**src/hdl/hmu_pkg.sv**
```systemverilog
`default_nettype none

package hmu_pkg;

    // The ratio S/L carries one integer bit and 32 fraction bits.
    localparam int unsigned RFRAC   = 32;
    localparam int unsigned RBITS   = RFRAC + 1;

    // 1 + r^2 lies in [1, 2] with 32 fraction bits.
    localparam int unsigned XBITS   = 34;

    // The square root takes one root bit per cell over a 66-bit radicand.
    localparam int unsigned RADBITS = 2 * (RBITS);
    localparam int unsigned ROOTW   = RBITS;
    localparam int unsigned SREMW   = 36;

    localparam logic [XBITS-1:0] ONE_Q32 = XBITS'(64'h1_0000_0000);

    typedef logic [RBITS-1:0]   t_ratio;
    typedef logic [ROOTW-1:0]   t_root;
    typedef logic [RADBITS-1:0] t_rad;
    typedef logic [SREMW-1:0]   t_srem;

endpackage

`default_nettype wire

```
**src/hdl/hmu_scale.sv**
```systemverilog
`default_nettype none

module hmu_scale #(
    parameter int unsigned W = 32
) (
    input  wire                 i_clk,
    input  wire                 i_rst_n,
    input  wire                 i_en,
    input  wire                 i_vld,
    input  wire [W-1:0]         i_big,
    input  hmu_pkg::t_root      i_root,
    output logic                o_vld,
    output logic [W-1:0]        o_mag
);

    localparam int unsigned HALF = (W + 1) / 2;
    localparam int unsigned HI   = W - HALF;
    localparam int unsigned PW   = W + hmu_pkg::ROOTW;

    logic                              r_vld0;
    logic [HALF+hmu_pkg::ROOTW-1:0]    r_plo;
    logic [HI+hmu_pkg::ROOTW-1:0]      r_phi;
    logic [PW-1:0]                     sum;

    always_ff @(posedge i_clk) begin
        if (!i_rst_n) begin
            r_vld0 <= 1'b0;
            o_vld  <= 1'b0;
        end else if (i_en) begin
            r_vld0 <= i_vld;
            o_vld  <= r_vld0;
        end
    end

    // L times the root factor as two half-width partial products.
    always_ff @(posedge i_clk) begin
        if (i_en) begin
            r_plo <= i_big[HALF-1:0] * i_root;
            r_phi <= i_big[W-1:HALF] * i_root;
        end
    end

    // Recombine and drop the 32 fraction bits of the factor.
    always_comb begin
        sum = (PW'(r_phi) << HALF) + PW'(r_plo);
    end

    always_ff @(posedge i_clk) begin
        if (i_en) begin
            o_mag <= sum[W+hmu_pkg::RFRAC-1:hmu_pkg::RFRAC];
        end
    end

endmodule

`default_nettype wire

```
**config.mk**
```make
export PLATFORM = sky130hd
export DESIGN_NAME = hmu_scale
export DESIGN_NICKNAME = d
export VERILOG_FILES = /design/src/hdl/hmu_pkg.sv /design/src/hdl/hmu_scale.sv
export SDC_FILE = /design/constraint.sdc
export NUM_CORES = 2
export LEC_CHECK = 0
export ABC_AREA = 1
export BUFFER_PORTS_ARGS = -buffer_cell sky130_fd_sc_hd__buf_2
export CAP_MARGIN = 10
export CORE_UTILIZATION = 60
export CTS_CLUSTER_DIAMETER = 100
export DETAILED_ROUTE_END_ITERATION = 8
export PLACE_DENSITY = 0.75
export REMOVE_ABC_BUFFERS = 1
export SYNTH_ARGS = -nofsm -noshare
export SYNTH_HDL_FRONTEND = slang
export SYNTH_SLANG_ARGS = --single-unit
```
**constraint.sdc**
```tcl
create_clock -name i_clk -period 14.05 [get_ports i_clk]
set_input_delay 0 -clock i_clk [delete_from_list [all_inputs] [get_ports i_clk]]
set_output_delay 0 -clock i_clk [all_outputs]
set_load 0.05 [all_outputs]
```
# Yosys cells after proc, flatten, opt, wreduce, memory -nomap -nowiden
# Cells that the tools add are included.
# totals
regBits	131
out_inout_bits	33
# op_classes
multipliers	2
addsub	1
# ops
op	count
adder 64 x 49 -> 64 bit	1
multiplier 16 x 33 -> 49 bit	1
multiplier 16 x 33 -> 48 bit	1

# Logic depth before layout (Yosys ltp)
# depth
ltp_word	1
depth_mapped	27
depth_no_buf	25

# Worst setup path after synthesis
# Ideal clock, no wire load.
# synth_timing
kind	input to register
startpoint	input i_big[17]
endpoint	register r_phi[38] (netlist name), data pin
stages	22
arrival_time_ns	4.911
setup_time_ns	0.253
slack_ns	8.886
path_buffers	2
t_required_ns	13.797
path_cell_list	clkbuf_1 -> clkbuf_1 -> nand2_1 -> fa_1 -> inv_1 -> fa_1 -> inv_1 -> fa_1 -> inv_1 -> fa_1 -> fa_1 -> inv_1 -> fa_1 -> inv_1 -> ha_1 -> a21oi_1 -> o21ai_0 -> a21oi_1 -> a21boi_0 -> nand3_1 -> nand2_1 -> nand2_1
# synth_via
elab_chain_cells	1
# synth_rtl
element	line	rtl
from (decl)	hmu_scale.sv:10	input wire [W-1:0] i_big,
multiplier 16 x 33 -> 48 bit	hmu_scale.sv:39	r_phi <= i_big[W-1:HALF] * i_root;
to (signal assigned)	hmu_scale.sv:39	
to (decl)	hmu_scale.sv:22	logic [HI+hmu_pkg::ROOTW-1:0] r_phi;
# Every way passes these cells.
# A chain may end at the register's enable or synchronous reset.

# Worst setup path after layout
# layout_timing
startpoint	input i_root[14]
endpoint	register r_plo[33] (netlist name), data pin
# layout_via
elab_chain_cells	1
# layout_rtl
element	line	rtl
from (decl)	hmu_scale.sv:11	input hmu_pkg::t_root i_root,
multiplier 16 x 33 -> 49 bit	hmu_scale.sv:38	r_plo <= i_big[HALF-1:0] * i_root;
to (signal assigned)	hmu_scale.sv:38	
to (decl)	hmu_scale.sv:21	logic [HALF+hmu_pkg::ROOTW-1:0] r_plo;
# Every way passes these cells.

==> impl_summary.log <==
[metrics] run status: finished, final reports clean
[metrics] synthesized area: 0.04128 mm2
[metrics] root buffer cell: sky130_fd_sc_hd__clkbuf_16
[metrics] Worst Setup SP: i_root[14]
[metrics] smallest setup slack after layout: about 8 ns
[metrics] All-Layer GR Usage: a little over a third
[metrics] Area growth syn-to-layout: 3.498%
[metrics] relative max-transition margin: between 20 and 30%
[metrics] endpoint class of the critical path: flop
[metrics] total of max-cap violations: 0
[metrics] number of buffers inserted during clock tree synthesis: 17
[metrics] number of warning messages in the yosys log: 0
[metrics] sum of overflow across all layers after global routing: 0
[metrics] Die X: approximately 260 um
[metrics] Yosys cell types: 40
[metrics] post-cts sizing count: 0
[metrics] worst-path fanout max: 32
[metrics] leading cell type in the layout, fill and taps excluded: sky130_fd_sc_hd__inv_1
[metrics] violation count after the first detailed-routing iteration: approximately 3000
[metrics] CTS tree: done
[metrics] Post-synth EDFFs: ~110
[metrics] WP data arrival: ~6.4 ns
[metrics] portion of the post-synthesis area used by sequential elements: under 10%
[metrics] FFs w/ async S/R, synth: 0%
[metrics] Clock Sink Count: 115
[metrics] number of optimization iterations in the first detailed-route pass: 6
[metrics] mean instance size in the synthesized netlist: ~7.5 um2
[metrics] height of the die: ~260 um
[metrics] setup repair after global routing missed its margin: false
[metrics] number of hold-repair buffers added at the cts stage: 3
[metrics] count of input and output buffers: between 100 and 150
[metrics] Finished Cell Area: around 0.043 mm2
[metrics] number of instances in the synthesized netlist: ~5500
[metrics] Cell Rows: 95
[metrics] DRC violations left: 0
[metrics] shortest period the worst path allows: a little over 6 ns
[metrics] final estimated routing congestion in global placement: slightly below 1
[metrics] Layout Nets: roughly 6600
[metrics] post-detailed-route wirelength per cell: around 19 um
[metrics] clock skew: 0.01706 ns
[metrics] Total Negative Setup Slacks: 0 ns
[metrics] share of the cycle needed by the critical path after routing: a little over two fifths
[metrics] number of buffers inserted by post-CTS setup repair: 0
[metrics] clock latency at the later pin of the worst-skew pair: around 0.45 ns
[metrics] number of H-tree branching levels: 4
[metrics] placeable core area: between 0.06 and 0.07 mm2
[metrics] startpoint of the lowest-slack hold path: i_en
[metrics] post-CTS clock slew at the launch and capture registers of the worst setup and hold paths: 0.06 ns
[metrics] WS Path Type: input pin to flop
[metrics] Crit Reg-Reg Startpoint: r_plo[18]
[metrics] full die area: ~0.07 mm2
[metrics] layout cells sized above 1: around 3%
[metrics] most frequently used flop master after synthesis: sky130_fd_sc_hd__edfxtp_1
[metrics] Final HPWL DP: 91240 um
[metrics] initial standard-cell utilization of the core: about three fifths
[metrics] setup violation total in the final timing report: 0
[metrics] number of nets with antenna violations after detailed routing: 0
[metrics] total vias in the final route: 34410
[metrics] overall routed net length: approximately 120000 um
[metrics] Longest Clk Path Bufs: 2
[metrics] number of vias per cell: 5.476
[metrics] slew of the pin with the lowest slew margin: roughly 1.1 ns
[metrics] share of the core filled with cells: 63.16%
[metrics] antenna violations before repair: 0
[metrics] flop and latch count out of synthesis: 115
[metrics] leading cell types in the layout, fill and taps excluded: 1557 x sky130_fd_sc_hd__inv_1, 1542 x sky130_fd_sc_hd__nand2_1, 862 x sky130_fd_sc_hd__fa_1
[metrics] highest attainable clock frequency: between 0.15 and 0.2 GHz
[metrics] dpl cell area: about 0.042 mm2
[metrics] data required time of the critical path: 14.24 ns
[metrics] pin count of the biggest net entering global routing: 86
[metrics] worst hold path type: input pin to flop
[metrics] Final Max Tran Viols: 0
[metrics] sort of element at the start of the critical path: input pin
[metrics] via count of the first global-routing pass: about 36000
[metrics] first-pass GRT wire length: between 150000 and 200000 um
[metrics] Inserted Diodes: 0
[metrics] num ports: around 100
[metrics] pre-CTS worst setup slack: about 7.6 ns
[metrics] Hold Fails Final Rpt: 0
==> final timing paths <==
kind                to  slack, ns  depth (start not counted)
max          r_plo[33]       7.88                         21
max reg2reg   o_mag[3]      11.47                          8
min reg2reg      o_vld       0.51                          2
min          r_plo[17]       0.02                          1
==> area by class of cell <==
cell class	count	area, um2
Inverter	1560	5856
Clock buffer	17	425.4
Clock inverter	15	162.7
Sequential cell	115	3433
Multi-Input combinational cell	3590	31140
Fill cell	6099	24910
Timing Repair Buffer	114	613.1
Tap cell	873	1092
==> Yosys cell counts, drive strengths merged (4+ instances only) <==
master | instances | area [um2]
nor3 | 28 | 140.1
a21oi | 179 | 899.6
nor2 | 306 | 1161
xnor2 | 23 | 201.4
nand3b | 4 | 30.03
ha | 267 | 3341
a21o | 18 | 135.1
o21a | 11 | 82.58
nand4 | 35 | 219.0
a21boi | 10 | 75.07
nand3 | 106 | 545.5
fa | 862 | 17260
edfxtp | 113 | 3393
xor2 | 48 | 420.4
inv | 1559 | 5852
clkbuf | 225 | 844.6
o21ai | 113 | 569.3
a31oi | 5 | 31.28
nand2 | 1544 | 5801
o21bai | 16 | 120.1
==> registers in the layout, summed over array words and instances (netlist names) <==
signal  count
o_vld       1
r_plo      33
r_vld0      1
o_mag      32
r_phi      48
==> through the flow <==
stage	hold WS, ns	std cells
finish	0.02066	6284
floorplan	0.1125	5265
CTS	0.01635	6284
detailed placement	0.2453	6249
global route	0.02839	6284
global placement	0.2375	6249
==> routing by layer <==
| metal | vias up | GRT usage, % | part of all wire (%) |
|---|---|---|---|
| met1 | 16750 | 48.86 | 41 |
| li1 | 15550 | - | - |
| met3 | 277 | 7.205 | 11 |
| met2 | 1835 | 54.63 | 44 |
| met4 | 0 | 12.07 | 3.8 |
| met5 | - | 0 | 0 |
==> cell families (layout without fill, tap and decap cells) <==
| group | after synthesis | after routing | share of synthesized area (%) |
|---|---|---|---|
| buffers and inverters | 1786 | 1706 | 16.24 |
| AOI/OAI and AO/OA | 356 | 356 | 4.711 |
| adders and majority gates | 1129 | 1129 | 49.90 |
| and+or+nand+nor | 2034 | 2034 | 19.32 |
| xor gates and xnor gates | 71 | 71 | 1.507 |
| DFF | 115 | 115 | 8.318 |
==> worst max-delay path, cell delays in order <==
cell,delay (ns)
sky130_fd_sc_hd__buf_2,0.71
sky130_fd_sc_hd__nand2_1,0.18
sky130_fd_sc_hd__fa_1,0.58
sky130_fd_sc_hd__inv_1,0.06
sky130_fd_sc_hd__fa_1,0.55
sky130_fd_sc_hd__fa_1,0.45
sky130_fd_sc_hd__fa_1,0.46
sky130_fd_sc_hd__fa_1,0.49
sky130_fd_sc_hd__inv_1,0.05
sky130_fd_sc_hd__fa_1,0.59
sky130_fd_sc_hd__inv_1,0.07
sky130_fd_sc_hd__ha_1,0.37
sky130_fd_sc_hd__a21oi_1,0.32
sky130_fd_sc_hd__inv_1,0.07
sky130_fd_sc_hd__nor2_1,0.25
sky130_fd_sc_hd__a21boi_0,0.41
sky130_fd_sc_hd__nor3_1,0.10
sky130_fd_sc_hd__nor2_1,0.27
sky130_fd_sc_hd__nand2_1,0.11
sky130_fd_sc_hd__nand2_1,0.12
sky130_fd_sc_hd__nand2_1,0.10
Power is not shown: default switching activity piles up to over one toggle a cycle in this logic, so the estimate is an artifact.
