File: config.mk
export PLATFORM = sky130hd
export DESIGN_NAME = hmu_sqrt_cell
export DESIGN_NICKNAME = d
export VERILOG_FILES = /design/src/hdl/hmu_pkg.sv /design/src/hdl/hmu_sqrt_cell.sv
export SDC_FILE = /design/constraint.sdc
export NUM_CORES = 1
export LEC_CHECK = 0
export CAP_MARGIN = 20
export CORE_AREA = 3 3 130 132
export CTS_BUF_LIST = sky130_fd_sc_hd__clkbuf_2
export DETAILED_ROUTE_END_ITERATION = 12
export DIE_AREA = 0 0 133 135
export DONT_BUFFER_PORTS = 1
export GPL_TIMING_DRIVEN = 1
export PLACE_DENSITY = 0.64
export SLEW_MARGIN = 20
export SYNTH_ARGS = -nofsm -noshare
export SYNTH_HDL_FRONTEND = slang
export SYNTH_SLANG_ARGS = --single-unit
File: constraint.sdc
create_clock -name i_clk -period 3.4 [get_ports i_clk]
set_input_delay 0.68 -clock i_clk [delete_from_list [all_inputs] [get_ports i_clk]]
set_output_delay 0.68 -clock i_clk [all_outputs]
set_load 0.05 [all_outputs]
File: src/hdl/hmu_pkg.sv
`default_nettype none

package hmu_pkg;

    // The ratio S/L carries one integer bit and 32 fraction bits.
    localparam int unsigned RFRAC   = 32;
    localparam int unsigned RBITS   = RFRAC + 1;

    // 1 + r^2 lies in [1, 2] with 32 fraction bits.
    localparam int unsigned XBITS   = 34;

    // The square root takes one root bit per cell over a 66-bit radicand.
    localparam int unsigned RADBITS = 2 * (RBITS);
    localparam int unsigned ROOTW   = RBITS;
    localparam int unsigned SREMW   = 36;

    localparam logic [XBITS-1:0] ONE_Q32 = XBITS'(64'h1_0000_0000);

    typedef logic [RBITS-1:0]   t_ratio;
    typedef logic [ROOTW-1:0]   t_root;
    typedef logic [RADBITS-1:0] t_rad;
    typedef logic [SREMW-1:0]   t_srem;

endpackage

`default_nettype wire

File: src/hdl/hmu_sqrt_cell.sv
`default_nettype none

module hmu_sqrt_cell #(
    parameter int unsigned W = 32
) (
    input  wire                 i_clk,
    input  wire                 i_rst_n,
    input  wire                 i_en,
    input  wire                 i_vld,
    input  hmu_pkg::t_srem      i_rem,
    input  hmu_pkg::t_root      i_root,
    input  hmu_pkg::t_rad       i_rad,
    input  wire [W-1:0]         i_big,
    output logic                o_vld,
    output hmu_pkg::t_srem      o_rem,
    output hmu_pkg::t_root      o_root,
    output hmu_pkg::t_rad       o_rad,
    output logic [W-1:0]        o_big
);

    hmu_pkg::t_srem rem4;
    hmu_pkg::t_srem trial;
    logic           ge;

    // One digit of the restoring square root: bring down two radicand bits
    // and compare against 4*root + 1.
    always_comb begin
        rem4  = {i_rem[hmu_pkg::SREMW-3:0], i_rad[hmu_pkg::RADBITS-1 -: 2]};
        trial = hmu_pkg::SREMW'({i_root, 2'b01});
        ge    = (rem4 >= trial);
    end

    always_ff @(posedge i_clk) begin
        if (!i_rst_n) begin
            o_vld <= 1'b0;
        end else if (i_en) begin
            o_vld <= i_vld;
        end
    end

    always_ff @(posedge i_clk) begin
        if (i_en) begin
            o_rem  <= ge ? (rem4 - trial) : rem4;
            o_root <= {i_root[hmu_pkg::ROOTW-2:0], ge};
            o_rad  <= {i_rad[hmu_pkg::RADBITS-3:0], 2'b00};
            o_big  <= i_big;
        end
    end

endmodule

`default_nettype wire

## Word level (Yosys, flattened, before mapping)

Cells that the tools add are included.

- Latch bits: 0
- Bits in read-only memories: 0
- Output and inout bits: 168
- Word-level logic and storage cells: 8
- Memories: 0
- Memory bits (writable): 0
- Register bits: 166
- Input port bits: 171

- Muxes and demuxes: 1
- Order comparisons: 1
- Add/subtract/negate cells: 1
- $mul: 0
- Reductions and logical operators: 0
- Divide/modulo/power cells: 0
- Equal/unequal tests: 0
- Bitwise gates (word level): 0
- Shift-type cells: 0

Operators with widths:

| cell | count |
|---|---|
| greater-or-equal comparator 36 x 35 -> 1 bit | 1 |
| two-way mux 36 bit | 1 |
| subtractor 36 x 35 -> 36 bit | 1 |

## Depth between registers and ports, before layout

Gate-level depths: netlist of the first run.

- Depth in word-level cells: 2
- Gate-level depth with buffers: 13
- Mapped depth without buffers: 11

## Worst setup path before layout of the first run

OpenSTA, ideal clock, no wires.

- Kind: in2reg
- Start: input port i_root[1]
- End: register o_rem[10] (data pin)
- Arrival time: 3.106 ns
- Slack: 0.034 ns
- Path buffers: 1
- Stages: 12
- Required time: 3.140 ns
- Library setup time: 0.260 ns
- Cells stage by stage: inv_1 -> ha_1 -> o21a_2 -> o311ai_2 -> a32oi_2 -> a41oi_4 -> o211a_4 -> o31a_4 -> o211a_4 -> inv_8 -> buf_12 -> mux2_4

- Cells in the longest elaborated chain, start to end: 2
- Elaborated cells between the ends (all ways): 3
- Those cells by class: 1 x add/sub; 1 x order compare; 1 x mux

Ends and longest elaborated chain:

| item | line | RTL |
|---|---|---|
| from (decl) | hmu_sqrt_cell.sv:11 | `input hmu_pkg::t_root i_root,` |
| subtractor 36 x 35 -> 36 bit or greater-or-equal comparator 36 x 35 -> 1 bit (tied branches) | hmu_sqrt_cell.sv:43, hmu_sqrt_cell.sv:30 |  |
| two-way mux 36 bit * | hmu_sqrt_cell.sv:43 | `o_rem <= ge ? (rem4 - trial) : rem4;` |
| to (signal assigned) | hmu_sqrt_cell.sv:43 |  |
| to (decl) | hmu_sqrt_cell.sv:15 | `output hmu_pkg::t_srem o_rem,` |

Mark *: on every way between the ends. The rest lies on a longest branch, timed or not.
A chain may end at the register's enable or synchronous reset.

## Final worst setup path of the first run

- Start: input port i_root[1]
- End: register o_rem[35] (data pin)

The elaborated chain is that of the path after synthesis.

==> metrics, run 1 <==
status=finished clean; Distinct cells, synth=65; Cell Count Post-Placement=760; wire per inst=about 23 um; Area Overhead vs Synth=27.97%; Overflow after GRT=0; met3 GRT Util=9.240%; post-layout instance area=9794 um2; leakage=3.888 nW; clk sink count=166; ANT nets after route=0; Clock Skew=0 ps; initial antenna violation count=0; Initial Util=48.36%; Hold Crit Class=input port to register; fin worst setup slack=770.1 ps; mux cell area share after synthesis=6.359%; postcts setup bufs=0; vias in the first global route=5160; # IOs=339; die height=135 um; P per Cell Area=539.6 nW/um2; Detail Placement HPWL=14090 um; Via density=roughly 5.4; mean post-synth cell area=around 15 um2; Worst-path clk slew=270 ps; worst hold slack=120.4 ps; kind of end point of the critical path=register; # rows=46; Slew @ Worst Pin=around 600 ps; Die X=133 um; Mapped Cells=517; CP startpoint kind=input port; pre-CTS WS=-20.66 ps; Worst EP arrival=between 3000 and 4000 ps; Cell Area, Synth=7654 um2; Final Hold Viols=0; met2 Resource Use GR=39.53%; Antenna Diode Count=0; post-layout min period=2630 ps; CTS Buf Count=17; CP Buf/Inv Count=3; adder-cell share of the synthesized area=5.722%; CTS tree=yes; CP top delay family=compound AO/OA/AOI/OAI gates; detailed router's first-iteration violation count=311; core area=around 16000 um2; CP max stage delay=500 ps; layout cells sized above 1=17.49%; Resized cells post-CTS=0; worst skew pair latency=around 730 ps; Tcrit/Tclk final=approximately 77%; critical path, cell by cell=inv_1, ha_1, buf_4, o21ai_0, a221oi_1, o31ai_2, a2bb2oi_1, buf_4, a21oi_1, a311o_1, or2_0, o21ai_0; maximum vdd drop=0.3034 mV; met1 Use GR=between 20% and 30%; fmax=380.2 MHz; sequential area share after synthesis=65.00%; CTS H-Tree Depth=4; crit path kind=input port to register; fraction of registers with async set/reset=0%; buffers added on ports=0; final number of max-transition violations=0; overall routed net length=21140 um; unrepaired setup endpoints after global routing=no; Root Buffer=clkbuf_2; Pre-Repair DR Iteration Count=5; Synth Flop Type=edfxtp_1; post-synthesis simple-gate area fraction=roughly 6.0%; EDFF count, synth=165; Synthesis Warnings=0; nets=902; Required @ worst endpoint=4000 ps; Post-DP Area=around 8000 um2; die area=approximately 18000 um2; fin cells=slightly above 900; first-pass GRT wire length=30600 um; Slew headroom=59.90%; gr busiest metal=met2; max_cap viols=0; DRC=0; crit path max fanout=5; largest family of logic cells by synthesized area=compound AO/OA/AOI/OAI gates; Finish-stage setup viols=0; synthesis-stage register bit count=166; largest net degree at the start of global routing=between 100 and 150; slowest CP cell=o31ai_2; Total GRT Usage=22.69%; Via Count=~5000; Synth Area in Compound Gates=a little under a tenth; Synth Area in XOR/XNOR=under 10%; deepest clock path buffer count=2; Routability Congestion=about 0.82
## power breakdown
part / internal, mW / leakage [nW] / switching, mW
Clock: 0.384 / 0.163 / 0.781
Combinational: 0.453 / 2.10 / 0.371
Sequential: 2.50 / 1.62 / 0.793
Total: 3.34 / 3.89 / 1.95
## synth_stat cells, types with 4 or more instances
cell	count	area [um2]
a21oi_1	30	150.1
nor2_1	15	56.30
nand2_1	27	101.4
nand4_1	7	43.79
xor2_1	13	113.9
nand3_1	9	45.04
mux2_4	26	390.4
o21a_1	6	45.04
mux2i_1	4	40.04
a21o_1	9	67.56
o211ai_1	5	37.54
mux2_2	5	56.30
xnor2_1	18	157.7
nor3_1	7	35.03
ha_1	35	437.9
o21ai_0	18	90.09
edfxtp_1	165	4955
inv_1	47	176.4
o21bai_1	4	30.03
## layer usage
| metal | up-vias | wire length, um |
|---|---|---|
| li1 | 2305 | - |
| met3 | 46 | 1984 |
| met1 | 2411 | 7561 |
| met2 | 246 | 10860 |
| met4 | 0 | 735 |
| met5 | - | 0 |
## stage by stage
stage / utilization (%) / power [mW] / TNS, ps
finish: 61.88 / 5.285 / 0
CTS: 61.53 / 5.278 / 0
detailed placement: 51.38 / 3.985 / -163.6
global placement: 51.38 / 3.971 / -125.5
global route: 61.88 / 5.501 / 0
floorplan: - / 3.784 / 0
## worst register-to-register path, cell delays in order, from the launching register on
cell and delay [ps]:
dfxtp_1 760, mux2i_1 180, nor2b_1 160
## layout make-up
type                       instances  area, um2
multi-input combinational        293       2384
sequential                       166       4975
tap                              216      270.3
clock inverter                    14      188.9
clock buffer                      18      90.09
inverter                          48      187.7
timing repair buffer             170       1699
fill                            1202       6033
## final timing paths
| check | from | to | slack (ps) | cells after the start |
|---|---|---|---|---|
| worst min register to register | o_vld | o_vld | 910 | 2 |
| worst max register to register | o_vld | o_vld | 2250 | 2 |
| worst min-delay path | i_rem[26] | o_rem[28] | 120 | 1 |
| worst max-delay path | i_root[1] | o_rem[35] | 770 | 12 |
## cells in the final DEF (no fill, tap or decap), drive strengths merged, types with 2 or more instances in the layout
| cell type | count |
|---|---|
| clkinv | 4 |
| nor2b | 3 |
| inv | 55 |
| nor3 | 7 |
| conb | 2 |
| ha | 35 |
| mux2i | 4 |
| o21ai | 19 |
| clkbuf | 18 |
| o211ai | 5 |
| and3 | 6 |
| nor2 | 15 |
| xnor2 | 18 |
| nand3 | 9 |
| or2 | 4 |
| and2 | 4 |
| o311ai | 2 |
| and4 | 2 |
| nand4 | 7 |
| and2b | 2 |
| o41ai | 2 |
| dlygate4sd3 | 130 |
| nand2 | 27 |
| nor3b | 2 |
| bufinv | 2 |
| edfxtp | 165 |
| nor4 | 2 |
| a21o | 10 |
| o21a | 7 |
| o211a | 3 |
| o21bai | 4 |
| xor2 | 13 |
| mux2 | 31 |
| a21oi | 30 |
| buf | 40 |
| a32oi | 2 |
## logic make-up after synthesis
family / count (synthesis)
compound gates: 99
xor+xnor: 31
fa+ha+maj: 35
buf+inv: 59
flops: 166
mux: 35
other cells: 1
simple gates: 91
## state kept, by name, indices dropped and copies added, names as in the netlist
register / flops
o_big: 32
o_rad: 64
o_rem: 36
o_root: 33
o_vld: 1
## repair_timing
action                                  CTS  global route
endpoints found under the setup margin    0             0
endpoints found under the hold margin   182            47
hold buffers                            131             2
No activity file was read; power rests on OpenSTA's default activity.
==> run 2, diff against run 1 <==
- ABC_AREA: unset -> 1
- CORE_AREA: 3 3 130 132 -> 3 3 132 134
- DIE_AREA: 0 0 133 135 -> 0 0 135 137
- PLACE_DENSITY: 0.64 -> 0.65
- clock period: 3.4 -> 2.55 ns (I/O delays scaled with it)
==> run 2 against run 1 <==
  * The flow now finishes with violations (hold timing)
  * Cell count grew 38%
  * Clock-buffer cell count decreased by 1
  * Routed wire length up 20%
  * Sequential cell count unchanged
  * Utilization grew 2.6 points
  * Total power is 31% higher
  * Synthesized cell count up 66%
  * Largest power group unchanged
  * Largest cell class unchanged
  * Register-to-register slack got worse by 2000 ps
  * Clock skew unchanged
==> metrics, run 2 <==
proportion of power drawn by the clock network=21.4% (was 22.1%); CTS H-Tree Depth=4 (unchanged); sequential area share after synthesis=59.20% (was 65.00%); maximum vdd drop=0.3627 mV (was 0.3034 mV); status=complete, but fails checks (was finished clean); die area=18500 um2 (was 17960 um2); Slew @ Worst Pin=566.0 ps (was 600.6 ps); clk sink count=166 (unchanged); Clock Skew=0 ps (unchanged); biggest regs=o_rad: 64 flops, o_rem: 36 flops, o_root: 33 flops (unchanged); worst hold slack=-102.3 ps (was 120.4 ps); vias in the first global route=6458 (was 5160); Net Sw Frac=38.23% (was 36.81%); Synth area leaders=edfxtp_1 (59%), nand2_1 (13%), inv_1 (6.2%) (was edfxtp_1 (65%), ha_1 (5.7%), mux2_4 (5.1%)); Distinct cells, synth=28 (was 65); unrepaired setup endpoints after global routing=no (unchanged); final number of max-transition violations=0 (unchanged); Synth Area in XOR/XNOR=1.980% (was 3.547%); Total GRT Usage=26.83% (was 22.69%); Routability Congestion=0.8880 (was 0.8182); Synthesis Warnings=0 (unchanged); overall routed net length=25340 um (was 21140 um); Final Hold Viols=19 (was 0); crit path max fanout=2 (was 5); Switching Power=2.647 mW (was 1.945 mW); max_cap viols=0 (unchanged); Synth Flop Type=edfxtp_1 (unchanged); synthesis-stage register bit count=166 (unchanged); met1 wire length=10050 um (was 7561 um); EDFF count, synth=165 (unchanged); count leader, synth=nand2_1 (was edfxtp_1); Synth Area in Compound Gates=3.082% (was 9.367%); first-pass GRT wire length=36870 um (was 30600 um); post-layout instance area=10580 um2 (was 9794 um2); P per Cell Area=654.7 nW/um2 (was 539.6 nW/um2); fmax=approximately 440 MHz; Required @ worst endpoint=3250 ps (was 4000 ps); Detail Placement HPWL=17840 um (was 14090 um); Cell Count Post-Placement=1078 (was 760); initial antenna violation count=2 (was 0); WL met3=1746 um (was 1984 um); deepest clock path buffer count=2 (unchanged); worst reg2reg path depth=4 (was 2); nets=1249 (was 902); die height=137 um (was 135 um); Slew headroom=62.22% (was 59.90%); Via density=5.039 (was 5.414); hold path depth=0 (was 1); crit path kind=register to register (was input port to register); area leader, netlist=edfxtp_1 (unchanged); post-layout min period=between 2000 and 2500 ps; # rows=47 (was 46); Power Total=6.923 mW (was 5.285 mW); buffers added on ports=0 (unchanged); Area Overhead vs Synth=25.85% (was 27.97%); largest reg by FF count=o_rad (unchanged); Tcrit/Tclk final=89.74%; Root Buffer=clkbuf_2 (unchanged); Seq pwr share=62.9% (was 62.4%); mux cell area share after synthesis=0% (was 6.359%); failing checks=hold timing; CTS tree=yes (unchanged); Cell Area, Synth=8403 um2 (was 7654 um2); largest family of logic cells by synthesized area=simple AND/OR/NAND/NOR gates (was compound AO/OA/AOI/OAI gates); cell-internal power=4.277 mW (was 3.340 mW); core area=16410 um2 (was 15830 um2); detailed router's first-iteration violation count=428 (was 311); Pre-Repair DR Iteration Count=5 (unchanged); Via Count=6435 (was 5008); adder-cell share of the synthesized area=5.211% (was 5.722%); fin cells=1277 (was 925); post-synthesis simple-gate area fraction=23.06% (was 6.049%); DRC=0 (unchanged); Hold Crit Class=input port to register (unchanged); most frequent cells in the layout=nand2_1 (289), dlygate4sd3_1 (166), edfxtp_1 (165) (was edfxtp_1 (165), dlygate4sd3_1 (130), inv_1 (47)); most common cell after layout, fill and taps aside=nand2_1 (was edfxtp_1); Synth top area share=58.96% (was 64.74%); cts hold-fix bufs=166 (was 131); Commonest cells post-synth=nand2_1 (289), edfxtp_1 (165), inv_1 (138) (was edfxtp_1 (165), inv_1 (47), ha_1 (35)); DR WL met2=12820 um (was 10860 um); kind of end point of the critical path=register (unchanged); CP startpoint kind=register (was input port); leakage=4.722 nW (was 3.888 nW); Post-DP Area=8658 um2 (was 8132 um2); ANT nets after route=0 (unchanged); setup TNS=0 ps (unchanged); worst skew pair latency=730 ps (about the same); CTS Buf Count=17 (unchanged); Overflow after GRT=0 (unchanged); Die X=135 um (was 133 um); largest net degree at the start of global routing=168 (was 114); fraction of registers with async set/reset=0% (unchanged); Finish-stage setup viols=0 (unchanged); # IOs=339 (unchanged); uppermost routed layer=met4 (unchanged); Mapped Cells=859 (was 517); Worst-path clk slew=250 ps (was 270 ps); Worst EP arrival=2990 ps (was 3230 ps); layout cells sized above 1=8.531% (was 17.49%); combinational group share of total power=15.7% (was 15.6%); Initial Util=51.22% (was 48.36%); wire per inst=19.84 um (was 22.86 um); max reg flops=64 (unchanged); mean post-synth cell area=9.782 um2 (was 14.80 um2)
-- run 2: path summary, 6_finish.rpt --
path / start / endpoint / slack (ps)
max: o_vld / o_vld / 260
max reg2reg: o_vld / o_vld / 260
min reg2reg: o_vld / o_vld / 2010
min: i_en / o_root[29] / -100
-- run 2: final cells by class --
class	instances	area, um2
diodes	2	5.005
clock buffers	17	85.08
clock inverters	14	165.2
fillers	1310	5832
inverters	139	521.8
multi-input cells	546	2809
flip-flops and latches	166	4975
well taps	220	275.3
repair buffers	173	1739
-- run 2: metal layers --
layer / vias up / track usage (%)
li1: 3140 / -
met1: 2964 / 32.61
met2: 288 / 46.80
met3: 43 / 6.765
met4: 0 / 9.239
met5: - / 0
-- run 2: through the flow --
| step | setup slack (ps) | utilization (%) |
|---|---|---|
| 6_report | 261.5 | 64.46 |
| 5_1_grt | 150.3 | 64.46 |
| 4_1_cts | 362.5 | 64.42 |
| 3_5_place_dp | 110.4 | 52.77 |
| 3_3_place_gp | 121.6 | 52.77 |
| 2_1_floorplan | 381.5 | - |
-- run 2: logic make-up after synthesis --
| kind of cell | count (synthesis) |
|---|---|
| and+or+nand+nor | 444 |
| DFF | 166 |
| buffers and inverters | 148 |
| AOI/OAI and AO/OA | 46 |
| adders and majority gates | 35 |
| xor gates and xnor gates | 19 |
| other | 1 |
-- run 2: power by group through the flow --
stage                     Sequential (mW)  Clock [mW]  Combinational, mW
final                                4.36        1.48               1.09
after global routing                 4.37        1.61               1.22
after CTS                            4.36        1.50               1.08
after detailed placement             4.42           0              0.857
after global placement               4.42           0              0.851
after floorplan                      4.35           0              0.675
-- run 2: repair_timing --
action                    CTS  global route
resized for setup           0             0
setup buffers               0             0
hold endpoints to repair  329           165
-- run 2: critical path: stages (launching register included) --
cell	delay [ps]
dfxtp_1	740
o21ai_0	180
dlygate4sd3_1	600
a21oi_1	140
dlygate4sd3_1	590
==> run 3, diff against run 2 <==
- CORE_AREA: 3 3 132 134 -> 2 2 131 133
- DIE_AREA: 0 0 135 137 -> 0 0 133 135
==> run 3 against run 2 <==
  * Cell count increased by 0.31%
  * Via count grew 0.37%
  * Sequential power about the same
  * Largest power group unchanged
  * The run still ends with hold timing left
==> metrics, run 3 (synthesized netlist as in run 2, its figures left out) <==
status=complete, but fails checks (unchanged); failing checks=hold timing (unchanged); Pre-Repair DR Iteration Count=4 (was 5); postcts setup bufs=0 (unchanged); biggest regs=o_rad: 64 flops, o_rem: 36 flops, o_root: 33 flops (unchanged); CP Depth=0 (was 4); Clock Skew=0 ps (unchanged); Net Sw Frac=37.14% (was 38.23%); Cell Count Post-Placement=1082 (was 1078); overall routed net length=25130 um (was 25340 um); crit path max fanout=1 (was 2); die height=135 um (was 137 um); most common cell after layout, fill and taps aside=nand2_1 (unchanged); Total GRT Usage=27.59% (was 26.83%); Root Buffer=clkbuf_2 (unchanged); Via density=5.042 (was 5.039); Area Overhead vs Synth=26.86% (was 25.85%); Switching Power=2.654 mW (was 2.647 mW); die area=17960 um2 (was 18500 um2); initial antenna violation count=1 (was 2); fin worst setup slack=502.8 ps (was 261.5 ps); hold path depth=0 (unchanged); Required @ worst endpoint=2040 ps (was 3250 ps); CTS H-Tree Depth=4 (unchanged); clk sink count=166 (unchanged); CP startpoint kind=register (unchanged); # rows=47 (unchanged); maximum vdd drop=0.3686 mV (was 0.3627 mV); core area=16410 um2 (unchanged); max reg flops=64 (unchanged); Slew headroom=60.81% (was 62.22%); Via Count=6459 (was 6435); largest net degree at the start of global routing=168 (unchanged); deepest clock path buffer count=2 (unchanged); Power Total=7.146 mW (was 6.923 mW); P per Cell Area=670.4 nW/um2 (was 654.7 nW/um2); Slew @ Worst Pin=587.0 ps (was 566.0 ps); Worst Hold End=o_rem[29] (was o_root[29]); reg2reg end=o_vld (unchanged); CTS tree=yes (unchanged); Worst-path clk slew=260 ps (was 250 ps); DRC=0 (unchanged); Overflow after GRT=0 (unchanged); final number of max-transition violations=0 (unchanged); worst hold slack=-146.8 ps (was -102.3 ps); cts hold-fix bufs=165 (was 166); layout cells sized above 1=8.971% (was 8.531%); leakage=4.771 nW (was 4.722 nW); Worst EP arrival=1540 ps (was 2990 ps); setup TNS=0 ps (unchanged); worst skew pair latency=750 ps (was 730 ps); R2R Path Start=o_vld (unchanged); buffers added on ports=0 (unchanged); post-layout utilization of the core=64.97% (was 64.46%); combinational group share of total power=15.3% (was 15.7%); crit path kind=register to primary output (was register to register); fmax=488.5 MHz (was 437.0 MHz); Routability Congestion=0.8695 (was 0.8880); post-layout instance area=10660 um2 (was 10580 um2); pre-CTS WS=157.4 ps (was 110.4 ps); Initial Util=51.22% (unchanged); kind of end point of the critical path=primary output (was register); ANT nets after route=0 (unchanged); most frequent cells in the layout=nand2_1 (289), dlygate4sd3_1 (165), edfxtp_1 (165) (was nand2_1 (289), dlygate4sd3_1 (166), edfxtp_1 (165)); vias in the first global route=6411 (was 6458); Fill cells=1316 (was 1310); worst reg2reg path depth=3 (was 4); CTS Buf Count=17 (unchanged); post-layout min period=2047 ps (was 2288 ps); R2R Setup Slk=830 ps (was 260 ps); fin cells=1281 (was 1277); largest reg by FF count=o_rad (unchanged); # IOs=339 (unchanged); nets=1252 (was 1249); wire per inst=19.62 um (was 19.84 um); cell-internal power=4.492 mW (was 4.277 mW); first-pass GRT wire length=36650 um (was 36870 um); Final Hold Viols=32 (was 19); Seq pwr share=61.0% (was 62.9%); Finish-stage setup viols=0 (unchanged); Detail Placement HPWL=17530 um (was 17840 um); beginning of the worst hold path=i_en (unchanged); max_cap viols=0 (unchanged); Post-DP Area=8701 um2 (was 8658 um2); Hold Crit Class=input port to register (unchanged); detailed router's first-iteration violation count=417 (was 428); Tcrit/Tclk final=80.28% (was 89.74%); Die X=133 um (was 135 um); unrepaired setup endpoints after global routing=no (unchanged); proportion of power drawn by the clock network=23.7% (was 21.4%); Resized cells post-CTS=0 (unchanged)
## run 3: layout make-up
cell class	count	area [um2]	area share (%)
clock inverter	14	212.7	1.995
antenna	2	5.005	0.04695
multi-input combinational	546	2809	26.35
tap	220	275.3	2.582
clock buffer	18	90.09	0.8451
timing repair buffer	176	1772	16.62
inverter	139	521.8	4.894
sequential	166	4975	46.67
## run 3: layer usage
layer	vias up	wire length (um)	global-route usage [%]	share of wire (%)
li1	3135	-	-	-
met1	3014	10080	33.25	40
met2	266	12740	48.42	51
met3	44	1617	6.832	6.4
met4	0	695	9.737	2.8
met5	-	0	0	0
## run 3: worst max-delay path by stage
| stage | end | start | slack, ps |
|---|---|---|---|
| final | o_rad[11] | o_rad[11] | 500 |
| after global routing | o_rad[11] | o_rad[11] | 440 |
| after CTS | o_rad[11] | o_rad[11] | 450 |
| after detailed placement | o_rem[21] | i_root[21] | 160 |
| after global placement | o_rem[34] | i_root[6] | 160 |
| after floorplan | o_rem[18] | i_root[17] | 380 |
## run 3: power by group through the flow
stage | Combinational [mW] | Sequential [mW] | Clock (mW)
final | 1.10 | 4.36 | 1.69
after global routing | 1.22 | 4.37 | 1.81
after CTS | 1.09 | 4.36 | 1.73
after detailed placement | 0.869 | 4.42 | 0
after global placement | 0.859 | 4.42 | 0
after floorplan | 0.675 | 4.35 | 0
