==> src/hdl/hmu_pkg.sv <==
`default_nettype none

package hmu_pkg;

    // The ratio S/L carries one integer bit and 32 fraction bits.
    localparam int unsigned RFRAC   = 32;
    localparam int unsigned RBITS   = RFRAC + 1;

    // 1 + r^2 lies in [1, 2] with 32 fraction bits.
    localparam int unsigned XBITS   = 34;

    // The square root takes one root bit per cell over a 66-bit radicand.
    localparam int unsigned RADBITS = 2 * (RBITS);
    localparam int unsigned ROOTW   = RBITS;
    localparam int unsigned SREMW   = 36;

    localparam logic [XBITS-1:0] ONE_Q32 = XBITS'(64'h1_0000_0000);

    typedef logic [RBITS-1:0]   t_ratio;
    typedef logic [ROOTW-1:0]   t_root;
    typedef logic [RADBITS-1:0] t_rad;
    typedef logic [SREMW-1:0]   t_srem;

endpackage

`default_nettype wire

==> src/hdl/hmu_div_cell.sv <==
`default_nettype none

module hmu_div_cell #(
    parameter int unsigned W = 32
) (
    input  wire                 i_clk,
    input  wire                 i_rst_n,
    input  wire                 i_en,
    input  wire                 i_vld,
    input  wire [W-1:0]         i_rem,
    input  wire [W-1:0]         i_big,
    input  hmu_pkg::t_ratio     i_q,
    output logic                o_vld,
    output logic [W-1:0]        o_rem,
    output logic [W-1:0]        o_big,
    output hmu_pkg::t_ratio     o_q
);

    logic [W:0]   rem2;
    logic         ge;
    logic [W:0]   diff;

    // One restoring division step: shift in a zero and try to subtract L.
    always_comb begin
        rem2 = {i_rem, 1'b0};
        ge   = (rem2 >= {1'b0, i_big});
        diff = rem2 - {1'b0, i_big};
    end

    always_ff @(posedge i_clk) begin
        if (!i_rst_n) begin
            o_vld <= 1'b0;
        end else if (i_en) begin
            o_vld <= i_vld;
        end
    end

    always_ff @(posedge i_clk) begin
        if (i_en) begin
            o_rem <= ge ? diff[W-1:0] : rem2[W-1:0];
            o_big <= i_big;
            o_q   <= {i_q[hmu_pkg::RBITS-2:0], ge};
        end
    end

endmodule

`default_nettype wire

==> config.mk <==
export PLATFORM = sky130hd
export DESIGN_NAME = hmu_div_cell
export DESIGN_NICKNAME = d
export VERILOG_FILES = /design/src/hdl/hmu_pkg.sv /design/src/hdl/hmu_div_cell.sv
export SDC_FILE = /design/constraint.sdc
export NUM_CORES = 1
export LEC_CHECK = 0
export BUFFER_PORTS_ARGS = -buffer_cell sky130_fd_sc_hd__buf_4
export CORE_AREA = 10 10 93 135
export CTS_CLUSTER_SIZE = 40
export DETAILED_ROUTE_END_ITERATION = 7
export DIE_AREA = 0 0 103 145
export PLACE_DENSITY = 0.85
export SLEW_MARGIN = 20
export SYNTH_ARGS = -nofsm -noshare
export SYNTH_HDL_FRONTEND = slang
export SYNTH_SLANG_ARGS = --single-unit
==> constraint.sdc <==
create_clock -name i_clk -period 4.6 [get_ports i_clk]
set_input_delay 0.46 -clock i_clk [delete_from_list [all_inputs] [get_ports i_clk]]
set_output_delay 0.46 -clock i_clk [all_outputs]
set_load 0.1 [all_outputs]
### Word-level counts from Yosys, hierarchy flattened

Cells that the tools add are included.

* register bits after elaboration: 98
* latch bits: 0
* RAM bits: 0
* memory bits (read-only): 0
* bits of input ports: 101
* output and inout bits: 98
* word-level logic and storage cells: 8
* memories: 0

* add/subtract/negate cells: 1
* multiply operators: 0
* divide/modulo/power cells: 0
* $lt $le $gt $ge: 1
* equality and inequality tests: 0
* shifts and indexed selects: 0
* muxes and demuxes: 1
* bitwise gates (word level): 0
* reduce and logical (&&, ||, !) cells: 0

Operator list (number)
* 33-bit by 32-bit greater-or-equal comparator with 1-bit output: 1
* 32-bit 2-to-1 mux: 1
* 32-bit subtractor: 1

### Depth between registers and ports, before layout

Gate-level depths: netlist (run 1).

* depth in word-level cells: 2
* gate-level depth with buffers: 13

### Worst setup path after synthesis (run 1)

OpenSTA, ideal clock, no wires.

* path type: input port to flip-flop
* from: in i_big[5]
* to: reg o_rem[10] (data pin)
* arrival time: 2.454 ns
* required time: 4.345 ns
* slack: 1.891 ns
* stages on the path: 11
* path buffers: 2
* cell sequence: inv_1 > ha_1 > and2_1 > a221o_1 > o311ai_2 > a31o_2 > o2111a_1 > a21o_1 > buf_6 > buf_6 > o21ai_2

* longest elaborated chain between the ends: 2
* elaborated cells on any way between the ends: 3
* those cells by class: 1 x add/sub; 1 x order compare; 1 x mux

RTL lines
* start, declared: RTL line hmu_div_cell.sv:11 `input wire [W-1:0] i_big,`
* 32-bit subtractor / 33-bit by 32-bit greater-or-equal comparator with 1-bit output (equally long branches): RTL line hmu_div_cell.sv:27, hmu_div_cell.sv:26
* 32-bit 2-to-1 mux *: RTL line hmu_div_cell.sv:40 `o_rem <= ge ? diff[W-1:0] : rem2[W-1:0];`
* end signal, assigned: RTL line hmu_div_cell.sv:40
* end, declared: RTL line hmu_div_cell.sv:14 `output logic [W-1:0] o_rem,`

Every way passes the cells marked *; elsewhere a longest branch is shown, timed or not.
A chain may end at the register's enable or synchronous reset.

### Final worst setup path (run 1)

* from: in i_rem[15]
* to: reg o_rem[11] (data pin)

* longest elaborated chain between the ends: 2

RTL lines
* start, declared: RTL line hmu_div_cell.sv:10 `input wire [W-1:0] i_rem,`
* 33-bit by 32-bit greater-or-equal comparator with 1-bit output: RTL line hmu_div_cell.sv:26 `ge = (rem2 >= {1'b0, i_big});`
* 32-bit 2-to-1 mux: RTL line hmu_div_cell.sv:40

Every way passes these cells.

==> results of run 1 <==
==> synthesized netlist by cell type, drive strengths merged, types with 2 or more instances <==
| library cell | instances |
|---|---|
| a21boi | 2 |
| a221o | 3 |
| xor2 | 16 |
| nor3 | 4 |
| nor2b | 4 |
| and2 | 3 |
| xnor2 | 12 |
| nand3 | 10 |
| a21o | 16 |
| nand2 | 49 |
| mux2i | 2 |
| a21oi | 27 |
| edfxtp | 97 |
| or3 | 2 |
| o21bai | 5 |
| o21a | 4 |
| inv | 41 |
| a211oi | 4 |
| buf | 7 |
| nor2 | 18 |
| a31oi | 2 |
| nand4 | 9 |
| clkbuf | 7 |
| o31a | 2 |
| and3 | 3 |
| o211a | 2 |
| o21ai | 43 |
| or2 | 2 |
| o31ai | 3 |
| nand3b | 4 |
| ha | 32 |
| nand2b | 4 |
| o211ai | 4 |
==> path summary, 6_finish.rpt <==
kind                                             to  slack, ns          startpoint  cells past startpoint
worst min register to register   o_vld$_SDFFE_PN0P_       0.53  o_vld$_SDFFE_PN0P_                      2
worst max register to register   o_vld$_SDFFE_PN0P_       4.00  o_vld$_SDFFE_PN0P_                      2
worst max-delay path            o_rem[11]$_DFFE_PP_       1.53           i_rem[15]                     11
worst min-delay path              o_q[25]$_DFFE_PP_       0.29             i_q[24]                      1
==> cell type report <==
cell class | count | share of cell area [%]
Timing Repair Buffer | 199 | 21.0
Inverter | 41 | 2.14
Sequential cell | 98 | 40.8
Clock inverter | 6 | 0.853
Multi-Input combinational cell | 303 | 30.0
Tap cell | 117 | 2.04
Clock buffer | 10 | 3.19
==> report_power, final <==
part | internal (mW) | switching (mW)
logic | 0.322 | 0.997
registers | 1.10 | 0.0285
clock network | 0.379 | 0.342
total | 1.80 | 1.37
==> metrics by stage <==
| step | area [µm²] | utilization, % | cells |
|---|---|---|---|
| 4_1_cts | 7180 | 70.9 | 774 |
| 3_3_place_gp | 6890 | 68.0 | 758 |
| 3_5_place_dp | 6890 | 68.0 | 758 |
| 6_report | 7180 | 70.9 | 774 |
| 5_1_grt | 7180 | 70.9 | 774 |
| 2_1_floorplan | 5350 | - | 456 |
==> registers in the layout, summed over array words and instances (netlist names) <==
name / cells
o_big: 32
o_q: 33
o_rem: 32
o_vld: 1
==> metal layers <==
metal | global-route usage [%] | share of wire (%) | up-vias | wire, µm
li1 | - | - | 2065 | -
met1 | 19.3 | 34 | 2060 | 5170
met2 | 37.7 | 55 | 170 | 8420
met3 | 6.74 | 9.2 | 22 | 1410
met4 | 5.66 | 1.9 | 0 | 291
met5 | 0 | 0 | - | 0
==> logic make-up (layout without fill, tap and decap cells) <==
kind of cell,count (synthesis),in the layout
buf+inv,55,256
compound gates,127,127
mux,2,2
fa+ha+maj,33,33
xor+xnor,28,28
simple gates,113,113
flops,98,98
==> run metrics, run 1 <==
status finished, final reports clean; Max FO, Critical Path 46; Final Cycle Share 66.8%; Net Count, Synth 590; cell type group with the largest total delay on the critical path compound AO/OA/AOI/OAI gates; buffering stage count on the worst path with inverters included 2; asr flop ratio synth 0%; power density relative to cell area 441 nW/µm²; final sum of negative setup slack 0 ns; multi-input logic area 2150 µm²; initial core utilization 52.8%; Routed Antenna Nets 0; final hold slack 0.288 ns; type of destination of the critical path register; RSZ-0062 raised after global routing no; antenna violations before repair 0; data arrival time of the critical path 3.26 ns; via count 4317; top achievable clock speed 325 MHz; share of the yosys chip area belonging to registers 54.8%; adder-cell share of the synthesized area 7.86%; Synth Area in XOR/XNOR 4.58%; first-pass iteration count of the detailed router 5; Synth Area in Compound Gates 17.4%; Die Outline Area 14900 µm²; count of routing violations after the opening detailed-route iteration 174; type of the worst setup path input pin to register; fillcell total 728; minimum setup slack after placement 1.18 ns; Max-cap violations 0; cell type of the slowest stage on the worst timing path sky130_fd_sc_hd__a22oi_1; count of state elements after synthesis 98; area fraction in and, or, nand and nor cells after synthesis 10.1%; number of buffers added on ports 197; number of enable-type register cells in the synthesized netlist 97; DRC violations left 0; sequential cell area 2930 µm²; Overflow after GRT 0; floorplan die height 145 µm; CTS Hold Buffers Added 0; WL per Instance 19.8 µm; cell types occupying the most area after synthesis sky130_fd_sc_hd__edfxtp_1 (54%), sky130_fd_sc_hd__ha_1 (7.5%), sky130_fd_sc_hd__o21ai_2 (4.9%), sky130_fd_sc_hd__nand2_1 (3.4%), sky130_fd_sc_hd__inv_1 (2.9%); power after layout 3.17 mW; series of cell instances along the critical path buf_4, ha_1, a21oi_1, o21ai_0, a22oi_1, a31o_2, o2111a_1, a21o_2, buf_12, nand2_1, o21ai_2; number of setup buffers added after CTS 0; clock transition at the registers of the reported paths 0.07 ns; total of endpoints with negative setup slack in the final report 0; number of placed I/O pins 199; Area growth, synth to finish 34.3%; Clock Tree Root sky130_fd_sc_hd__clkbuf_16; worst slew margin relative to its limit 52.7%; portion of synthesized cell area occupied by the leading cell type 54.5%; worst setup slack after layout 1.53 ns; mux contribution to synthesized area 0.374%; Clock Sink Count 98; post-synthesis cell area 5350 µm²; instance count of the mapped netlist 456; horizontal die dimension 103 µm; deepest level of the CTS H-tree 3; leakage power summed over all cells 3.23 nW; Final Hold Violating Endpoints 0; largest net degree at the start of global routing 55; worst-case clock skew 0 ns; Most used DFF post-synth sky130_fd_sc_hd__edfxtp_1; final slew viol count 0; minimum period implied by the final worst setup slack 3.07 ns; post-cts repair resize count 0; Syn Area/Cell 11.7 µm²; TritonCTS clock tree yes; # diodes 0; share of layout cells above drive strength 1 38.2%; Yosys top cell by area sky130_fd_sc_hd__edfxtp_1; combined global-route utilization of all metal layers 19.9%; estimated wirelength of the detail-placed design 12200 µm; dominant combinational cell family by area after synthesis compound AO/OA/AOI/OAI gates; Max rail drop VDD 0.000212 V; core area 10100 µm²; routability congestion estimate 0.871; pin slew with the least headroom to its limit 0.709 ns; row cnt 45; global-route wire length before repair 23100 µm; element type at the critical path start input pin; detailed-route wire length 15300 µm; Distinct cells, synth 51; worst hold path class input pin to register; vias in the first global route 4403; Avg Vias per Cell 5.58; total number of yosys warnings 0; total number of nets in the final design 786; number of buffers created by CTS 9; max incr delay on CP 0.39 ns; most used cells in the layout excluding fill and tap cells sky130_fd_sc_hd__buf_4 (198), sky130_fd_sc_hd__edfxtp_1 (97), sky130_fd_sc_hd__nand2_1 (49), sky130_fd_sc_hd__inv_1 (41), sky130_fd_sc_hd__ha_1 (32); most common cell after layout, fill and taps aside sky130_fd_sc_hd__buf_4; largest buffer count on any clock path 2; Data required, critical path 4.79 ns; Worst-Skew Late Latency 0.34 ns
No activity file was read; power rests on OpenSTA's default activity.
==> run 2: changes to the inputs <==
--- a/config.mk
+++ b/config.mk
@@ -6,11 +6,11 @@
 export NUM_CORES = 1
 export LEC_CHECK = 0
 export BUFFER_PORTS_ARGS = -buffer_cell sky130_fd_sc_hd__buf_4
-export CORE_AREA = 10 10 93 135
+export CORE_AREA = 10 10 101 147
 export CTS_CLUSTER_SIZE = 40
 export DETAILED_ROUTE_END_ITERATION = 7
-export DIE_AREA = 0 0 103 145
-export PLACE_DENSITY = 0.85
+export DIE_AREA = 0 0 111 157
+export PLACE_DENSITY = 0.75
 export SLEW_MARGIN = 20
 export SYNTH_ARGS = -nofsm -noshare
 export SYNTH_HDL_FRONTEND = slang
==> constraint.sdc (replaced) <==
create_clock -name i_clk -period 2.7 [get_ports i_clk]
set_input_delay 0.27 -clock i_clk [delete_from_list [all_inputs] [get_ports i_clk]]
set_output_delay 0.27 -clock i_clk [all_outputs]
set_load 0.1 [all_outputs]
==> run 2 against run 1 <==
Compared with the run above:
- register-to-register slack got worse by 1.9 ns
- via count increased by 2.5%
- clock power increased by 70%
- clock skew unchanged
- count of clock-buffer cells in the layout unchanged
- worst setup slack got worse by 1.3 ns
- sequential share of layout area decreased by 2.4 points
- largest cell class unchanged
==> run metrics, run 2 (same netlist as run 1, synthesis figures left out) <==
worst slew margin relative to its limit 61.5% (was 52.7%); number of buffers created by CTS 9 (unchanged); register with the most flip-flops o_q (unchanged); horizontal die dimension 111 µm (was 103 µm); Max-cap violations 0 (unchanged); worst-case clock skew 0 ns (unchanged); floorplan die height 157 µm (was 145 µm); Overflow after GRT 0 (unchanged); # diodes 0 (unchanged); most common cell after layout, fill and taps aside sky130_fd_sc_hd__buf_4 (unchanged); share of layout cells above drive strength 1 42.4% (was 38.2%); pin slew with the least headroom to its limit 0.578 ns (was 0.709 ns); count of routing violations after the opening detailed-route iteration 201 (was 174); Routed Antenna Nets 0 (unchanged); Max FO, Critical Path 13 (was 46); WL per Instance 18.0 µm (was 19.8 µm); type of destination of the critical path register (unchanged); flip-flop count of the largest register, all copies and words added 33 (unchanged); CTS Hold Buffers Added 0 (unchanged); most used cells in the layout excluding fill and tap cells sky130_fd_sc_hd__buf_4 (243), sky130_fd_sc_hd__edfxtp_1 (97), sky130_fd_sc_hd__nand2_1 (49), sky130_fd_sc_hd__inv_1 (41), sky130_fd_sc_hd__ha_1 (32) (was sky130_fd_sc_hd__buf_4 (198), sky130_fd_sc_hd__edfxtp_1 (97), sky130_fd_sc_hd__nand2_1 (49), sky130_fd_sc_hd__inv_1 (41), sky130_fd_sc_hd__ha_1 (32)); total number of nets in the final design 834 (was 786); largest buffer count on any clock path 2 (unchanged); data arrival time of the critical path 2.66 ns (was 3.26 ns); number of setup buffers added after CTS 0 (unchanged); core area 12300 µm² (was 10100 µm²); Worst-Skew Late Latency 0.35 ns (was 0.34 ns); Max rail drop VDD 0.000306 V (was 0.000212 V); Inst Count DP 845 (was 758); largest net degree at the start of global routing 43 (was 55); post-layout instance count excluding filler cells 861 (was 774); post-cts repair resize count 0 (unchanged); via count 4424 (was 4317); total of endpoints with negative setup slack in the final report 0 (unchanged); top achievable clock speed 400 MHz; antenna violations before repair 0 (unchanged); detailed-route wire length 15500 µm (was 15300 µm); element type at the critical path start input pin (unchanged); first-pass iteration count of the detailed router 4 (was 5); number of buffers added on ports 197 (unchanged); leakage power summed over all cells 3.47 nW (was 3.23 nW); power density relative to cell area 722 nW/µm² (was 441 nW/µm²); estimated wirelength of the detail-placed design 12600 µm (was 12200 µm); number of placed I/O pins 199 (unchanged); final slew viol count 0 (unchanged); status finished, final reports clean (unchanged); combined global-route utilization of all metal layers 17.1% (was 19.9%); Avg Vias per Cell 5.14 (was 5.58); row cnt 50 (was 45); deepest level of the CTS H-tree 3 (unchanged); global-route wire length before repair 23800 µm (was 23100 µm); routability congestion estimate 0.886 (was 0.871); Clock Tree Root sky130_fd_sc_hd__clkbuf_16 (unchanged); Data required, critical path 2.86 ns (was 4.79 ns); clock transition at the registers of the reported paths 0.07 ns (about the same); worst hold path class input pin to register (unchanged); fillcell total 990 (was 728); RSZ-0062 raised after global routing no (unchanged); TritonCTS clock tree yes (unchanged); type of the worst setup path input pin to register (unchanged); worst setup slack after layout 0.203 ns (was 1.53 ns); minimum setup slack after placement -0.138 ns (was 1.18 ns); R2R Setup Slk 2.11 ns (was 4.00 ns); Clock Sink Count 98 (unchanged); DRC violations left 0 (unchanged); Area growth, synth to finish 42.5% (was 34.3%); minimum period implied by the final worst setup slack 2.50 ns; initial core utilization 43.4% (was 52.8%); Final Hold Violating Endpoints 0 (unchanged); vias in the first global route 4618 (was 4403); Final Cycle Share 92.5%; utilization of the core after routing 61.9% (was 70.9%); final hold slack 0.0937 ns (was 0.288 ns); biggest regs o_q: 33 flops, o_big: 32 flops, o_rem: 32 flops (unchanged); Die Outline Area 17400 µm² (was 14900 µm²); final sum of negative setup slack 0 ns (unchanged)
==> run 2: changes by cell type in the layout (fill, tap and decap cells not counted) <==
cell	previous run	this run
sky130_fd_sc_hd__buf_4	198	243
sky130_fd_sc_hd__buf_12	1	4
sky130_fd_sc_hd__inv_6	1	3
sky130_fd_sc_hd__clkinv_4	2	1
sky130_fd_sc_hd__clkinv_8	1	0
==> run 2: report_power, final <==
group	switching, mW	leakage [nW]	internal (mW)
Sequential	0.0470	0.956	1.87
Clock	0.590	0.136	0.644
Combinational	1.71	2.38	0.637
Total	2.35	3.47	3.15
==> run 2: cell type report <==
class / count / area (µm²) / share of cell area, %
clock buffer: 10 / 229 / 3.00
timing repair buffer: 247 / 1900 / 25.0
clock inverter: 6 / 53.8 / 0.706
inverter: 41 / 154 / 2.02
multi-input combinational: 303 / 2150 / 28.3
tap: 156 / 195 / 2.56
sequential: 98 / 2930 / 38.5
==> run 2: final timing paths <==
check,startpoint,endpoint,cells after the start
setup reg to reg,o_vld$_SDFFE_PN0P_,o_vld$_SDFFE_PN0P_,2
hold / removal,i_q[7],o_q[8]$_DFFE_PP_,1
hold reg to reg,o_vld$_SDFFE_PN0P_,o_vld$_SDFFE_PN0P_,2
setup / recovery,i_rem[15],o_rem[28]$_DFFE_PP_,10
==> run 2: routing by layer <==
metal  vias to the layer above  wire (µm)  global-route usage [%]
li1                       2166          -                       -
met1                      2086       6000                    18.0
met2                       160       8340                    32.0
met3                        12        972                    5.30
met4                         0        186                    4.91
met5                         -          0                       0
==> run 2: stage by stage <==
step | power [mW] | cell area [µm²]
2_1_floorplan | 3.68 | 5350
3_3_place_gp | 4.28 | 7340
3_5_place_dp | 4.31 | 7340
4_1_cts | 5.54 | 7620
5_1_grt | 5.72 | 7620
6_report | 5.51 | 7620
==> run 2: worst max-delay path, cell delays in order <==
cell	delay, ns
sky130_fd_sc_hd__buf_4	0.11
sky130_fd_sc_hd__ha_1	0.41
sky130_fd_sc_hd__nand4_2	0.19
sky130_fd_sc_hd__nor4_2	0.38
sky130_fd_sc_hd__nand4_1	0.13
sky130_fd_sc_hd__o41a_1	0.32
sky130_fd_sc_hd__o2111a_1	0.14
sky130_fd_sc_hd__a21o_2	0.27
sky130_fd_sc_hd__buf_12	0.17
sky130_fd_sc_hd__o31ai_1	0.26
==> run 3: changes to the inputs <==
==> config.mk (replaced) <==
export PLATFORM = sky130hd
export DESIGN_NAME = hmu_div_cell
export DESIGN_NICKNAME = d
export VERILOG_FILES = /design/src/hdl/hmu_pkg.sv /design/src/hdl/hmu_div_cell.sv
export SDC_FILE = /design/constraint.sdc
export NUM_CORES = 1
export LEC_CHECK = 0
export CORE_AREA = 2 2 81 121
export CTS_BUF_LIST = sky130_fd_sc_hd__clkbuf_2 sky130_fd_sc_hd__clkbuf_4 sky130_fd_sc_hd__clkbuf_8
export CTS_CLUSTER_SIZE = 40
export DETAILED_ROUTE_END_ITERATION = 7
export DIE_AREA = 0 0 83 123
export DONT_BUFFER_PORTS = 1
export PLACE_DENSITY = 0.77
export SLEW_MARGIN = 20
export SYNTH_ARGS = -nofsm -noshare
export SYNTH_HDL_FRONTEND = slang
export SYNTH_SLANG_ARGS = --single-unit
==> run 3 against run 2 <==
Compared with the run above:
- via count down 8.8%
- global-route usage rose by 9.0 points
- combinational power decreased by 64%
==> run metrics, run 3 (same netlist as run 1, synthesis figures left out) <==
status finished, final reports clean (unchanged); Clock Sink Count 98 (unchanged); RSZ-0062 raised after global routing no (unchanged); clock transition at the registers of the reported paths 0.10 ns (was 0.07 ns); DR WL met2 7360 µm (was 8340 µm); largest net degree at the start of global routing 79 (was 43); post-layout instance count excluding filler cells 676 (was 861); Die Outline Area 10200 µm² (was 17400 µm²); total number of nets in the final design 693 (was 834); deepest level of the CTS H-tree 3 (unchanged); # diodes 0 (unchanged); final slew viol count 0 (unchanged); final sum of negative setup slack 0 ns (unchanged); Max rail drop VDD 0.000581 V (was 0.000306 V); TritonCTS clock tree yes (unchanged); series of cell instances along the critical path inv_1, ha_1, a21oi_1, o21ai_0, a221o_1, a221o_1, a21boi_1, o21ai_0, xnor2_1, o21ai_2 (was buf_4, ha_1, nand4_2, nor4_2, nand4_1, o41a_1, o2111a_1, a21o_2, buf_12, o31ai_1); top routing layer used met4 (unchanged); total of endpoints with negative setup slack in the final report 0 (unchanged); number of buffers created by CTS 9 (unchanged); Metal-1 WL 4760 µm (was 6000 µm); most used cells in the layout excluding fill and tap cells sky130_fd_sc_hd__edfxtp_1 (97), sky130_fd_sc_hd__dlygate4sd3_1 (67), sky130_fd_sc_hd__nand2_1 (49), sky130_fd_sc_hd__inv_1 (41), sky130_fd_sc_hd__buf_4 (36) (was sky130_fd_sc_hd__buf_4 (243), sky130_fd_sc_hd__edfxtp_1 (97), sky130_fd_sc_hd__nand2_1 (49), sky130_fd_sc_hd__inv_1 (41), sky130_fd_sc_hd__ha_1 (32)); Routed Antenna Nets 0 (unchanged); number of buffers added on ports 0 (was 197); combined global-route utilization of all metal layers 26.1% (was 17.1%); vias in the first global route 4036 (was 4618); most common cell after layout, fill and taps aside sky130_fd_sc_hd__edfxtp_1 (was sky130_fd_sc_hd__buf_4); Avg Vias per Cell 5.97 (was 5.14); via count 4036 (was 4424); Data required, critical path 2.83 ns (was 2.86 ns); fillcell total 629 (was 990); row cnt 43 (was 50); multi-input logic area 2150 µm² (unchanged); cell type of the slowest stage on the worst timing path sky130_fd_sc_hd__a221o_1 (was sky130_fd_sc_hd__ha_1); share of layout cells above drive strength 1 16.1% (was 42.4%); Overflow after GRT 0 (unchanged); initial core utilization 58.1% (was 43.4%); sequential cell area 2930 µm² (unchanged); Area growth, synth to finish 22.9% (was 42.5%); flip-flop count of the largest register, all copies and words added 33 (unchanged); worst hold path class input pin to register (unchanged); worst-case clock skew 0 ns (unchanged); minimum setup slack after placement -0.00126 ns (was -0.138 ns); max incr delay on CP 0.37 ns (was 0.41 ns); Worst-Skew Late Latency 0.37 ns (was 0.35 ns); worst slew margin relative to its limit 35.0% (was 61.5%); biggest regs o_q: 33 flops, o_big: 32 flops, o_rem: 32 flops (unchanged); estimated wirelength of the detail-placed design 9850 µm (was 12600 µm); number of placed I/O pins 199 (unchanged); detailed-route wire length 13600 µm (was 15500 µm); number of setup buffers added after CTS 0 (unchanged); routability congestion estimate 0.897 (was 0.886); type of the worst setup path input pin to register (unchanged); Final Cycle Share 85.8% (was 92.5%); Max-cap violations 0 (unchanged); first-pass iteration count of the detailed router 5 (was 4); Inst Count DP 593 (was 845); horizontal die dimension 83 µm (was 111 µm); global-route wire length before repair 20700 µm (was 23800 µm); Clock Tree Root sky130_fd_sc_hd__clkbuf_8 (was sky130_fd_sc_hd__clkbuf_16); element type at the critical path start input pin (unchanged); count of routing violations after the opening detailed-route iteration 194 (was 201); WL per Instance 20.1 µm (was 18.0 µm); Final Hold Violating Endpoints 0 (unchanged); antenna violations before repair 0 (unchanged); DRC violations left 0 (unchanged); pin slew with the least headroom to its limit 0.978 ns (was 0.578 ns); utilization of the core after routing 71.4% (was 61.9%); type of destination of the critical path register (unchanged); Max FO, Critical Path 4 (was 13); largest buffer count on any clock path 2 (unchanged); power after layout 4.87 mW (was 5.51 mW); top achievable clock speed 431 MHz (was 400 MHz); data arrival time of the critical path 2.45 ns (was 2.66 ns); cell area reported after detailed placement 5710 µm² (was 7340 µm²); core area 9200 µm² (was 12300 µm²); post-route design area 6570 µm² (was 7620 µm²); worst setup slack after layout 0.382 ns (was 0.203 ns); post-cts repair resize count 0 (unchanged); final hold slack 0.0194 ns (was 0.0937 ns); power density relative to cell area 740 nW/µm² (was 722 nW/µm²); floorplan die height 123 µm (was 157 µm); minimum period implied by the final worst setup slack 2.32 ns (was 2.50 ns); length of routed met3 wiring 977 µm (was 972 µm); register with the most flip-flops o_q (unchanged); leakage power summed over all cells 2.71 nW (was 3.47 nW)
[run 3: changes by cell type in the layout (fill, tap and decap cells not counted), sizes merged]
cell	delta
clkinvlp	-1
dlygate4sd3	+67
clkbuf	-1
buf	-208
clkinv	+5
inv	-3
[run 3: worst max-delay path: cells and delay by family]
kind                     cells  cell delay (ns)
AO/OA/AOI/OAI                7             1.66
adder cells (fa/ha/maj)      1             0.31
XOR/XNOR                     1             0.19
buffers and inverters        1             0.02
[run 3: area by class of cell]
cell class	count	area share, %
Multi-Input combinational cell	303	32.8
Clock inverter	7	1.01
Timing Repair Buffer	106	15.2
Tap cell	112	2.13
Inverter	41	2.34
Sequential cell	98	44.6
Clock buffer	9	1.88
[run 3: repair_timing]
| item | CTS | global route |
|---|---|---|
| setup endpoints to repair | 0 | 0 |
| hold buffers | 66 | 1 |
| hold endpoints to repair | 78 | 1 |
[run 3: path summary, 6_finish.rpt]
check / startpoint / to / slack (ns) / cells past startpoint
worst max-delay path: i_big[11] / o_rem[22]$_DFFE_PP_ / 0.38 / 10
worst min-delay path: i_en / o_rem[1]$_DFFE_PP_ / 0.02 / 0
worst max register to register: o_vld$_SDFFE_PN0P_ / o_vld$_SDFFE_PN0P_ / 1.37 / 2
worst min register to register: o_vld$_SDFFE_PN0P_ / o_vld$_SDFFE_PN0P_ / 1.03 / 2
[run 3: report_power, final]
group / internal, mW / switching [mW]
Clock: 0.353 / 0.555
Combinational: 0.398 / 0.438
Sequential: 1.89 / 1.24
Total: 2.64 / 2.23
[run 3: per-layer routing]
| layer | GRT usage, % | up-vias |
|---|---|---|
| li1 | - | 1884 |
| met1 | 27.2 | 1916 |
| met2 | 48.7 | 204 |
| met3 | 6.61 | 32 |
| met4 | 12.8 | 0 |
| met5 | 0 | - |
